<file path="config.mk">
export PLATFORM = sky130hd
export DESIGN_NAME = socl_ram
export DESIGN_NICKNAME = d
export VERILOG_FILES = /design/src/hw/rtl/socl_ram.sv
export SDC_FILE = /design/constraint.sdc
export NUM_CORES = 1
export LEC_CHECK = 0
export BUFFER_PORTS_ARGS = -buffer_cell sky130_fd_sc_hd__buf_2
export CORE_ASPECT_RATIO = 0.6
export CORE_MARGIN = 2
export CORE_UTILIZATION = 40
export CTS_CLUSTER_DIAMETER = 200
export DETAILED_ROUTE_END_ITERATION = 8
export PLACE_DENSITY = 0.68
export SETUP_SLACK_MARGIN = 0.15
export SKIP_CTS_REPAIR_TIMING = 1
export SLEW_MARGIN = 5
export SYNTH_ARGS = -nofsm -noshare
export SYNTH_HDL_FRONTEND = slang
export SYNTH_SLANG_ARGS = --single-unit
</file>
<file path="constraint.sdc">
create_clock -name clk -period 1.5 [get_ports clk]
set_input_delay 0 -clock clk [delete_from_list [all_inputs] [get_ports clk]]
set_output_delay 0 -clock clk [all_outputs]
set_load 0.01 [all_outputs]
</file>
<file path="src/hw/rtl/socl_ram.sv">
// Generic single-port-write, single-port-read RAM with a registered read.
`default_nettype none

module socl_ram #(
	parameter int DATA_W = 8,
	parameter int DEPTH  = 16
) (
	input  wire logic                     clk,
	input  wire logic                     we,
	input  wire logic [$clog2(DEPTH)-1:0] waddr,
	input  wire logic [DATA_W-1:0]        wdata,
	input  wire logic                     re,
	input  wire logic [$clog2(DEPTH)-1:0] raddr,
	output logic      [DATA_W-1:0]        rdata
);

	logic [DATA_W-1:0] mem_q [DEPTH];

	always_ff @(posedge clk) begin
		if (we) begin
			mem_q[waddr] <= wdata;
		end
		if (re) begin
			rdata <= mem_q[raddr];
		end
	end

endmodule

`default_nettype wire

</file>
# Yosys cells after proc, flatten, opt, wreduce, memory -nomap -nowiden

Memories as Yosys holds them, arrays and structs flattened. A register that Yosys moved wholly into a read port is not among the register bits.
Index checks and enable logic that the tools add are counted.

Add/sub/neg operators: 0
Multipliers: 0
Divide/modulo/power cells: 0
Magnitude comparators: 0
Eq/ne operators: 0
Shift operators: 0
Muxes and demuxes: 2
Bitwise logic cells: 0
Reductions and logical operators: 0

Operators by type and width:

| cell    | count |
|---|---|
| $mux W1 | 2 |

Register bits: 0
Latch bits: 0
Memory bits (writable): 128
ROM bits: 0
Bits of input ports: 19
Output and inout bits: 8
Word-level logic and storage cells: 3
Memories kept: 1

Memories:

| name  | depth | bits a word | read ports | clocked after Yosys merged registers in | write ports | line | RTL |
|---|---|---|---|---|---|---|---|
| mem_q | 16    | 8           | 1          | 1                                       | 1           | 17   | `logic [DATA_W-1:0] mem_q [DEPTH];` |

# Logic depth before layout (Yosys ltp)

Gate-level depths: netlist of the first run.

Depth in word-level cells: 2
Mapped depth: 5
Mapped depth without buffers: 3

# Worst setup path before layout of the first run

Ideal clock, no wire load.

Kind: in2reg
From: in waddr[2]
To: mem mem_q[0][0] (enable)
Setup time: 0.383 ns
Data arrival time: 1.110 ns
Data required time: 1.117 ns
Path slack: 0.007 ns
Stages on the path: 2
Path buffers: 0
Cells stage by stage: or3b_2 -> nor3_1

RTL lines:

| element            | line | RTL |
|---|---|---|
| start: declaration | 10   | `input wire logic [$clog2(DEPTH)-1:0] waddr,` |
| end: declaration   | 17   |  |

No word-level cell before the write port.

==> results of run 1 <==
[registers in the layout, summed over array words and instances, names as in the netlist]
name and count:
mem_q 128, rdata 8
[routing by layer]
layer | vias up | routed length (um) | GRT usage
met5 | - | 0 | 0
met4 | 0 | 57 | 0.0494
met3 | 8 | 990 | 0.0512
met2 | 104 | 4490 | 0.221
met1 | 1328 | 5040 | 0.245
li1 | 1117 | - | -
[metrics by stage]
step                area [um2]  utilization  power [mW]
global route              6400        0.499        9.05
floorplan                 5230            -        4.60
CTS                       6310        0.493        8.81
global placement          5730        0.448        4.80
detailed placement        5730        0.448        4.81
finish                    6400        0.499        8.78
[path summary, 6_finish.rpt]
| check | to | startpoint | slack [ns] | cells after the start |
|---|---|---|---|---|
| worst max-delay path | rdata[5] | mem_q[9][5] | 0.09 | 3 |
| worst min-delay path | mem_q[3][2] | wdata[2] | -0.008 | 1 |
| worst max register to register | rdata[5] | mem_q[9][5] | 0.09 | 3 |
| worst min register to register | rdata[0] | mem_q[7][0] | 0.77 | 3 |
[cell type report]
cell class | count | area [um2]
timing repair buffer | 60 | 455
sequential | 136 | 4080
multi-input combinational | 83 | 1070
fill | 1022 | 6410
clock inverter | 15 | 151
clock buffer | 17 | 425
tap | 170 | 213
[cells by family after synthesis]
family                 Yosys count  share of synthesized area
AO/OA/AOI/OAI                   16                     0.0230
buffers and inverters           10                     0.0165
flip-flops                     136                      0.781
multiplexers                    32                      0.148
AND/OR/NAND/NOR                 35                     0.0314
[power breakdown]
| part | internal [mW] | total, mW | switching [mW] | leakage (nW) |
|---|---|---|---|---|
| Sequential | 4.28 | 4.31 | 0.0301 | 1.24 |
| Clock | 2.45 | 4.00 | 1.55 | 0.272 |
| Combinational | 0.211 | 0.467 | 0.256 | 0.609 |
| Total | 6.94 | 8.78 | 1.84 | 2.12 |
[placed cells by master, fill, tap and decap left out, drive strengths merged]
cell type,n
a22oi,16
and2,1
and2b,1
buf,52
bufinv,2
clkbuf,17
clkinv,5
clkinvlp,4
dlygate4sd3,8
edfxtp,136
inv,4
mux4,32
nand2,9
nand2b,2
nand3,1
nand3b,2
nor2,13
nor2b,1
nor3,4
or3b,1
==> reports/metrics.cfg, run 1 <==
[global_route]
overflow=0
grt_pass1_vias=2493
grt_max_degree=17
grt_pass1_wl_um=15200
grt_usage=0.161
antenna_found_initial=0

[yosys]
synth-seq-area-share=0.781
synth.top_cell.area_share=0.781
yosysMostFrequentCell=edfxtp_1
syn-num-nets=248
syn_area_per_cell_um2=22.8
synth-seq-cells=136
yosysUniqueCellTypes=18
synthFlopType=edfxtp_1
synth_area_leaders=edfxtp_1, mux4_2, mux4_1, a22oi_1, nor2_1
synthCells=229
ys_top_cells_by_count=edfxtp_1, mux4_2, a22oi_1
synth-async-reset-ratio=0
synth_area_um2=5230
synth_edf_count=136
yosysTopAreaCell=edfxtp_1
yosysWarnings=0

[sta]
hold_viol_final=16
worst_pin_slew_ns=0.597
setup_tns_ns=0
relSlewSlack=0.602
layout_min_cycle_time_ns=1.41
finalWorstSetupSlack_ns=0.0882
drv_slew=0
period_share=0.941
hold_slack_ns=-0.00843
fin_skew_ns=0.00468
fmax_mhz=708
setup_violations=0
rsz0062_at_grt=yes

[floorplanning]
ios=27
rows=32
dieWidth_um=152
die_area_um2=14000
dieHeight_um=92.6
initial_core_util=0.408
fp.coreArea_um2=12800

[outcome]
status=complete, but fails checks
violations=negative hold slack

[hold_path]
hp-class=primary input to flip-flop

[setup_path]
worst_ep_required_time_ns=1.64
path_cells=mux4_2, a22oi_2, nand2_1
slowest_delay_ns=0.48
critPathArrivalTime_ns=1.55
critPathBufInv=0
cp-end-kind=flip-flop
crit_fanout=1
crit_path_top_delay_cell=mux4_2
crit_family=multiplexers
critPathLaunchType=flip-flop
critPathKind=flip-flop to flip-flop

[pwr]
ir_worst_vdd_mv=0.851
p_leak_nw=2.12
p_per_area_nw_per_um2=1370

[placement]
gp_congestion=0.820
dp_hpwl_um=7010
io_buffers=26
dp_slack_ns=-0.0837
dp.cells=441

[cts]
htreeDepth=4
tritoncts=yes
clk_pin_slew_ns=0.06
cts_buffers=17
cts_root_buf=clkbuf_16
clk_latency_ns=0.40
clock_path_buffers=2
clock_sinks=136

[layout]
finalNonFillerCells=481
drive_gt1_frac=0.412
synthToLayoutAreaGrowth_pct=22.4
nNetsFinal=317
antenna_cells=0

[drt]
via_count=2557
firstDrtPassIters=4
drtIter0Drc=160
viasPerCell=5.32
postRouteAntennaNets=0
wl_um=10600
routedWlPerCell_um=22.0
route.detailed.drc=0

[flow_run]
drv_cap=0

Note: power is estimated with default switching activity, not from simulation.
==> inputs of run 2 (changes only) <==
--- a/config.mk
+++ b/config.mk
@@ -11,7 +11,7 @@
 export CORE_UTILIZATION = 40
 export CTS_CLUSTER_DIAMETER = 200
 export DETAILED_ROUTE_END_ITERATION = 8
-export PLACE_DENSITY = 0.68
+export PLACE_DENSITY = 0.66
 export SETUP_SLACK_MARGIN = 0.15
 export SKIP_CTS_REPAIR_TIMING = 1
 export SLEW_MARGIN = 5
==> constraint.sdc (replaced) <==
create_clock -name clk -period 1.75 [get_ports clk]
set_input_delay 0 -clock clk [delete_from_list [all_inputs] [get_ports clk]]
set_output_delay 0 -clock clk [all_outputs]
set_load 0.01 [all_outputs]
==> reports/metrics.cfg, run 2 (same netlist as run 1, synthesis figures left out) <==
[layout]
drive_gt1_frac=0.317  ; was 0.412
antenna_cells=0  ; unchanged
utilization=0.501  ; was 0.499
layout_commonest_cell=edfxtp_1  ; unchanged
largest_reg_flops=128  ; unchanged
nNetsFinal=312  ; was 317
largest-register=mem_q  ; unchanged
finalNonFillerCells=476  ; was 481
reg_top3=mem_q x128, rdata x8  ; unchanged
layout_common_cells=edfxtp_1, buf_2, buf_4  ; was edfxtp_1, mux4_2, buf_2
synthToLayoutAreaGrowth_pct=22.7  ; was 22.4%

[drt]
viasPerCell=5.38  ; was 5.32
postRouteAntennaNets=0  ; unchanged
drtIter0Drc=341  ; was 160
via_count=2563  ; was 2557
routedWlPerCell_um=22.5  ; was 22.0 um
route.detailed.drc=0  ; unchanged
wl_um=10700  ; was 10600 um
firstDrtPassIters=5  ; was 4

[global_route]
grt_usage=0.170  ; was 0.161
grt_max_degree=33  ; was 17
antenna_found_initial=0  ; unchanged
overflow=0  ; unchanged
grt_pass1_vias=2545  ; was 2493
grt_pass1_wl_um=16200  ; was 15200 um

[pwr]
ir_worst_vdd_mv=0.760  ; was 0.851 mV
p_comb_frac=0.045  ; was 0.053
seqPwrFrac=0.461  ; was 0.491
p_clk_frac=0.494  ; was 0.456
switchingPower_mw=1.53  ; was 1.84 mW
swShare=0.191  ; was 0.209
p_leak_nw=2.19  ; was 2.12 nW
p_per_area_nw_per_um2=1250  ; was 1370 nW/um2
internal_power_mw=6.48  ; was 6.94 mW

[sta]
worst_pin_slew_ns=0.423  ; was 0.597 ns
setup_tns_ns=0  ; unchanged
fin_skew_ns=0.00645  ; was 0.00468 ns
rsz0062_at_grt=no  ; was yes
relSlewSlack=0.718  ; was 0.602
finalWorstSetupSlack_ns=0.256  ; was 0.0882 ns
setup_violations=0  ; unchanged
fmax_mhz=669  ; was 708 MHz
layout_min_cycle_time_ns=1.49  ; was 1.41 ns
drv_slew=0  ; unchanged
hold_slack_ns=-0.0000234  ; was -0.00843 ns
hold_viol_final=1  ; was 16
period_share=0.854  ; was 0.941

[setup_path]
cp-end-kind=flip-flop  ; unchanged
critPathBufInv=0  ; unchanged
critPathArrivalTime_ns=1.65  ; was 1.55 ns
timing.rr.start=mem_q[5][0]  ; was mem_q[9][5]
cp.depth=3  ; unchanged
worst_ep_required_time_ns=1.91  ; was 1.64 ns
worstSetupStartpoint=mem_q[5][0]  ; was mem_q[9][5]
critPathLaunchType=flip-flop  ; unchanged
crit_end=rdata[0]  ; was rdata[5]
crit_family=multiplexers  ; unchanged
crit_fanout=1  ; unchanged
crit_path_top_delay_cell=mux4_1  ; was mux4_2
slowest_delay_ns=0.58  ; was 0.48 ns
reg2regPathDepth=3  ; unchanged
critPathKind=flip-flop to flip-flop  ; unchanged
r2r_end=rdata[0]  ; was rdata[5]
r2r_setup_slack_ns=0.26  ; was 0.09 ns
path_cells=mux4_1, a22oi_1, nand2_1  ; was mux4_2, a22oi_2, nand2_1

[hold_path]
worstHoldPathCells=1  ; unchanged
hp-class=primary input to flip-flop  ; unchanged
worstHoldStart=wdata[6]  ; was wdata[2]

[floorplanning]
initial_core_util=0.408  ; unchanged
rows=32  ; unchanged
ios=27  ; unchanged
fp.coreArea_um2=12800  ; unchanged
dieHeight_um=92.6  ; unchanged
die_area_um2=14000  ; unchanged
dieWidth_um=152  ; unchanged

[cts]
cts_buffers=17  ; unchanged
htreeDepth=4  ; unchanged
cts_root_buf=clkbuf_16  ; unchanged
tritoncts=yes  ; unchanged
clk_latency_ns=0.42  ; was 0.40 ns
clk_pin_slew_ns=0.06  ; about the same
clock_sinks=136  ; unchanged
clock_path_buffers=2  ; unchanged

[outcome]
status=complete, but fails checks  ; unchanged
violations=negative hold slack  ; unchanged

[flow_run]
drv_cap=0  ; unchanged

[placement]
dp.cells=437  ; was 441
io_buffers=26  ; unchanged
dp_hpwl_um=6950  ; was 7010 um
dp_slack_ns=0.218  ; was -0.0837 ns
gp_congestion=0.730  ; was 0.820

==> run 2: cell types whose count changed in the layout (fill, tap and decap cells not counted), moves of 2 or more <==
cell        before  now
mux4_2          32   18
mux4_1           0   14
clkinv_2         2    4
bufinv_16        2    6
a22oi_1          4   16
clkinvlp_4       4    2
a22oi_2         12    0
buf_4           22   19
inv_6            4    0
==> run 2: power by group through the flow <==
stage / logic [mW] / clock network [mW] / registers (mW)
6_report: 0.363 / 3.96 / 3.69
5_1_grt: 0.395 / 4.18 / 3.70
4_1_cts: 0.356 / 4.02 / 3.69
3_5_place_dp: 0.355 / 0 / 3.76
3_3_place_gp: 0.344 / 0 / 3.76
2_1_floorplan: 0.185 / 0 / 3.76
==> run 2: worst min path at each step <==
stage and end:
2_1_floorplan mem_q[0][0], 3_3_place_gp mem_q[9][7], 3_5_place_dp rdata[2], 4_1_cts mem_q[11][7], 5_1_grt mem_q[15][6], 6_report mem_q[15][6]
==> run 2: final cells by class <==
type,count,area (um2)
multi-input combinational,83,1060
tap,170,213
timing repair buffer,55,403
fill,1022,6400
sequential,136,4080
clock buffer,17,425
clock inverter,15,231
==> run 2: metal layers <==
layer,track usage,vias to the layer above,share of wire
met2,0.222,90,0.42
met1,0.270,1346,0.50
met5,0,-,0
met4,0.0440,0,0.0091
met3,0.0571,14,0.076
li1,-,1113,-
==> run 2: metrics by stage <==
| stage | area [um2] | power, mW |
|---|---|---|
| finish | 6410 | 8.01 |
| global route | 6410 | 8.27 |
| CTS | 6340 | 8.07 |
| detailed placement | 5690 | 4.12 |
| global placement | 5690 | 4.10 |
| floorplan | 5230 | 3.95 |
==> inputs of run 3 (changes only) <==
--- a/config.mk
+++ b/config.mk
@@ -5,7 +5,7 @@
 export SDC_FILE = /design/constraint.sdc
 export NUM_CORES = 1
 export LEC_CHECK = 0
-export BUFFER_PORTS_ARGS = -buffer_cell sky130_fd_sc_hd__buf_2
+export BUFFER_PORTS_ARGS = -buffer_cell sky130_fd_sc_hd__buf_4
 export CORE_ASPECT_RATIO = 0.6
 export CORE_MARGIN = 2
 export CORE_UTILIZATION = 40
==> reports/metrics.cfg, run 3 (same netlist as run 1, synthesis figures left out) <==
[floorplanning]
dieWidth_um=152  ; unchanged
die_area_um2=14000  ; unchanged
dieHeight_um=92.6  ; unchanged
initial_core_util=0.408  ; unchanged
fp.coreArea_um2=12800  ; unchanged
ios=27  ; unchanged
rows=32  ; unchanged

[sta]
worst_pin_slew_ns=0.473  ; was 0.423 ns
drv_slew=0  ; unchanged
setup_tns_ns=0  ; unchanged
hold_slack_ns=0.0857  ; was -0.0000234 ns
setup_violations=0  ; unchanged
fin_skew_ns=0.00619  ; was 0.00645 ns
relSlewSlack=0.685  ; was 0.718
rsz0062_at_grt=no  ; unchanged
hold_viol_final=0  ; was 1
period_share=0.855  ; was 0.854
layout_min_cycle_time_ns=1.50  ; was 1.49 ns
fmax_mhz=668  ; was 669 MHz

[cts]
tritoncts=yes  ; unchanged
clock_path_buffers=2  ; unchanged
cts_buffers=17  ; unchanged
clk_latency_ns=0.41  ; was 0.42 ns
cts_root_buf=clkbuf_16  ; unchanged
htreeDepth=4  ; unchanged
clk_pin_slew_ns=0.06  ; about the same
clock_sinks=136  ; unchanged

[global_route]
overflow=0  ; unchanged
grt_max_degree=17  ; was 33
grt_usage=0.177  ; was 0.170
antenna_found_initial=0  ; unchanged
grt_pass1_vias=2641  ; was 2545
grt_pass1_wl_um=16800  ; was 16200 um

[pwr]
p_per_area_nw_per_um2=1180  ; was 1250 nW/um2
ir_worst_vdd_mv=0.700  ; was 0.760 mV
p_leak_nw=2.20  ; was 2.19 nW
p_total_mw=7.63  ; was 8.01 mW

[setup_path]
slowest_delay_ns=0.59  ; was 0.58 ns
crit_family=multiplexers  ; unchanged
critPathArrivalTime_ns=1.66  ; was 1.65 ns
crit_fanout=1  ; unchanged
cp-end-kind=flip-flop  ; unchanged
critPathBufInv=0  ; unchanged
path_cells=mux4_1, a22oi_1, nand2_1  ; unchanged
r2r_end=rdata[0]  ; unchanged
crit_path_top_delay_cell=mux4_1  ; unchanged
critPathLaunchType=flip-flop  ; unchanged
worst_ep_required_time_ns=1.91  ; about the same
timing.rr.start=mem_q[1][0]  ; was mem_q[5][0]
critPathKind=flip-flop to flip-flop  ; unchanged
reg2regPathDepth=3  ; unchanged
r2r_setup_slack_ns=0.25  ; was 0.26 ns

[drt]
route.detailed.drc=0  ; unchanged
viasPerCell=5.48  ; was 5.38
postRouteAntennaNets=0  ; unchanged
firstDrtPassIters=4  ; was 5
routedWlPerCell_um=23.8  ; was 22.5 um
wl_um=11400  ; was 10700 um
drtIter0Drc=249  ; was 341
via_count=2623  ; was 2563

[hold_path]
hp-class=primary input to flip-flop  ; unchanged
worstHoldPathCells=3  ; was 1
worstHoldStart=waddr[3]  ; was wdata[6]
worstHoldEndpoint=mem_q[1][0]  ; was mem_q[15][6]

[layout]
synthToLayoutAreaGrowth_pct=23.5  ; was 22.7%
nNetsFinal=316  ; was 312
utilization=0.504  ; was 0.501
drive_gt1_frac=0.317  ; about the same
reg_top3=mem_q x128, rdata x8  ; unchanged
final_area_um2=6450  ; was 6410 um2
largest-register=mem_q  ; unchanged
largest_reg_flops=128  ; unchanged
layout_commonest_cell=edfxtp_1  ; unchanged
layout_common_cells=edfxtp_1, buf_4, mux4_2  ; was edfxtp_1, buf_2, buf_4
antenna_cells=0  ; unchanged

[placement]
dpl_cell_area_um2=5780  ; was 5690 um2
dp_hpwl_um=7570  ; was 6950 um
io_buffers=26  ; unchanged
gp_congestion=0.799  ; was 0.730

[outcome]
status=finished, final reports clean  ; was complete, but fails checks

[flow_run]
drv_cap=0  ; unchanged

-- run 3: cell types whose count changed in the layout (fill, tap and decap cells not counted), sizes merged --
cell / change
buf: +2
clkinv: +2
dlygate4sd3: +2
bufinv: -3
-- run 3: tightest hold or removal path, stage by stage --
cell and delay [ns]:
buf_4 0.10, or3b_2 0.14, nor2_1 0.08
-- run 3: worst max path at each step --
stage,startpoint,end,slack [ns],cells past startpoint
3_5_place_dp,raddr[0],rdata[0],0.20,5
4_1_cts,mem_q[7][4],rdata[4],0.24,3
2_1_floorplan,waddr[2],mem_q[0][0],0.26,2
6_report,mem_q[1][0],rdata[0],0.25,3
5_1_grt,mem_q[1][0],rdata[0],0.18,3
3_3_place_gp,raddr[0],rdata[4],0.21,5
-- run 3: per-layer routing --
| layer | up-vias | GRT usage | wire (um) |
|---|---|---|---|
| li1 | 1119 | - | - |
| met4 | 0 | 0.0594 | 135 |
| met2 | 119 | 0.238 | 4880 |
| met3 | 10 | 0.0527 | 970 |
| met5 | - | 0 | 0 |
| met1 | 1375 | 0.274 | 5400 |
-- run 3: report_power, final --
| part | switching (mW) | internal [mW] | total, mW |
|---|---|---|---|
| Sequential | 0.0241 | 3.67 | 3.70 |
| Combinational | 0.214 | 0.189 | 0.403 |
| Clock | 1.31 | 2.21 | 3.53 |
-- run 3: area by class of cell --
type	count	area (um2)
flip-flops and latches	136	4080
fillers	1035	6360
well taps	170	213
multi-input cells	83	1060
clock buffers	17	425
clock inverters	14	159
repair buffers	59	515
-- run 3: through the flow --
stage	std cells	worst slack, ns
6_report	479	0.253
5_1_grt	479	0.180
4_1_cts	470	0.236
3_5_place_dp	439	0.202
3_3_place_gp	439	0.212
2_1_floorplan	229	0.257
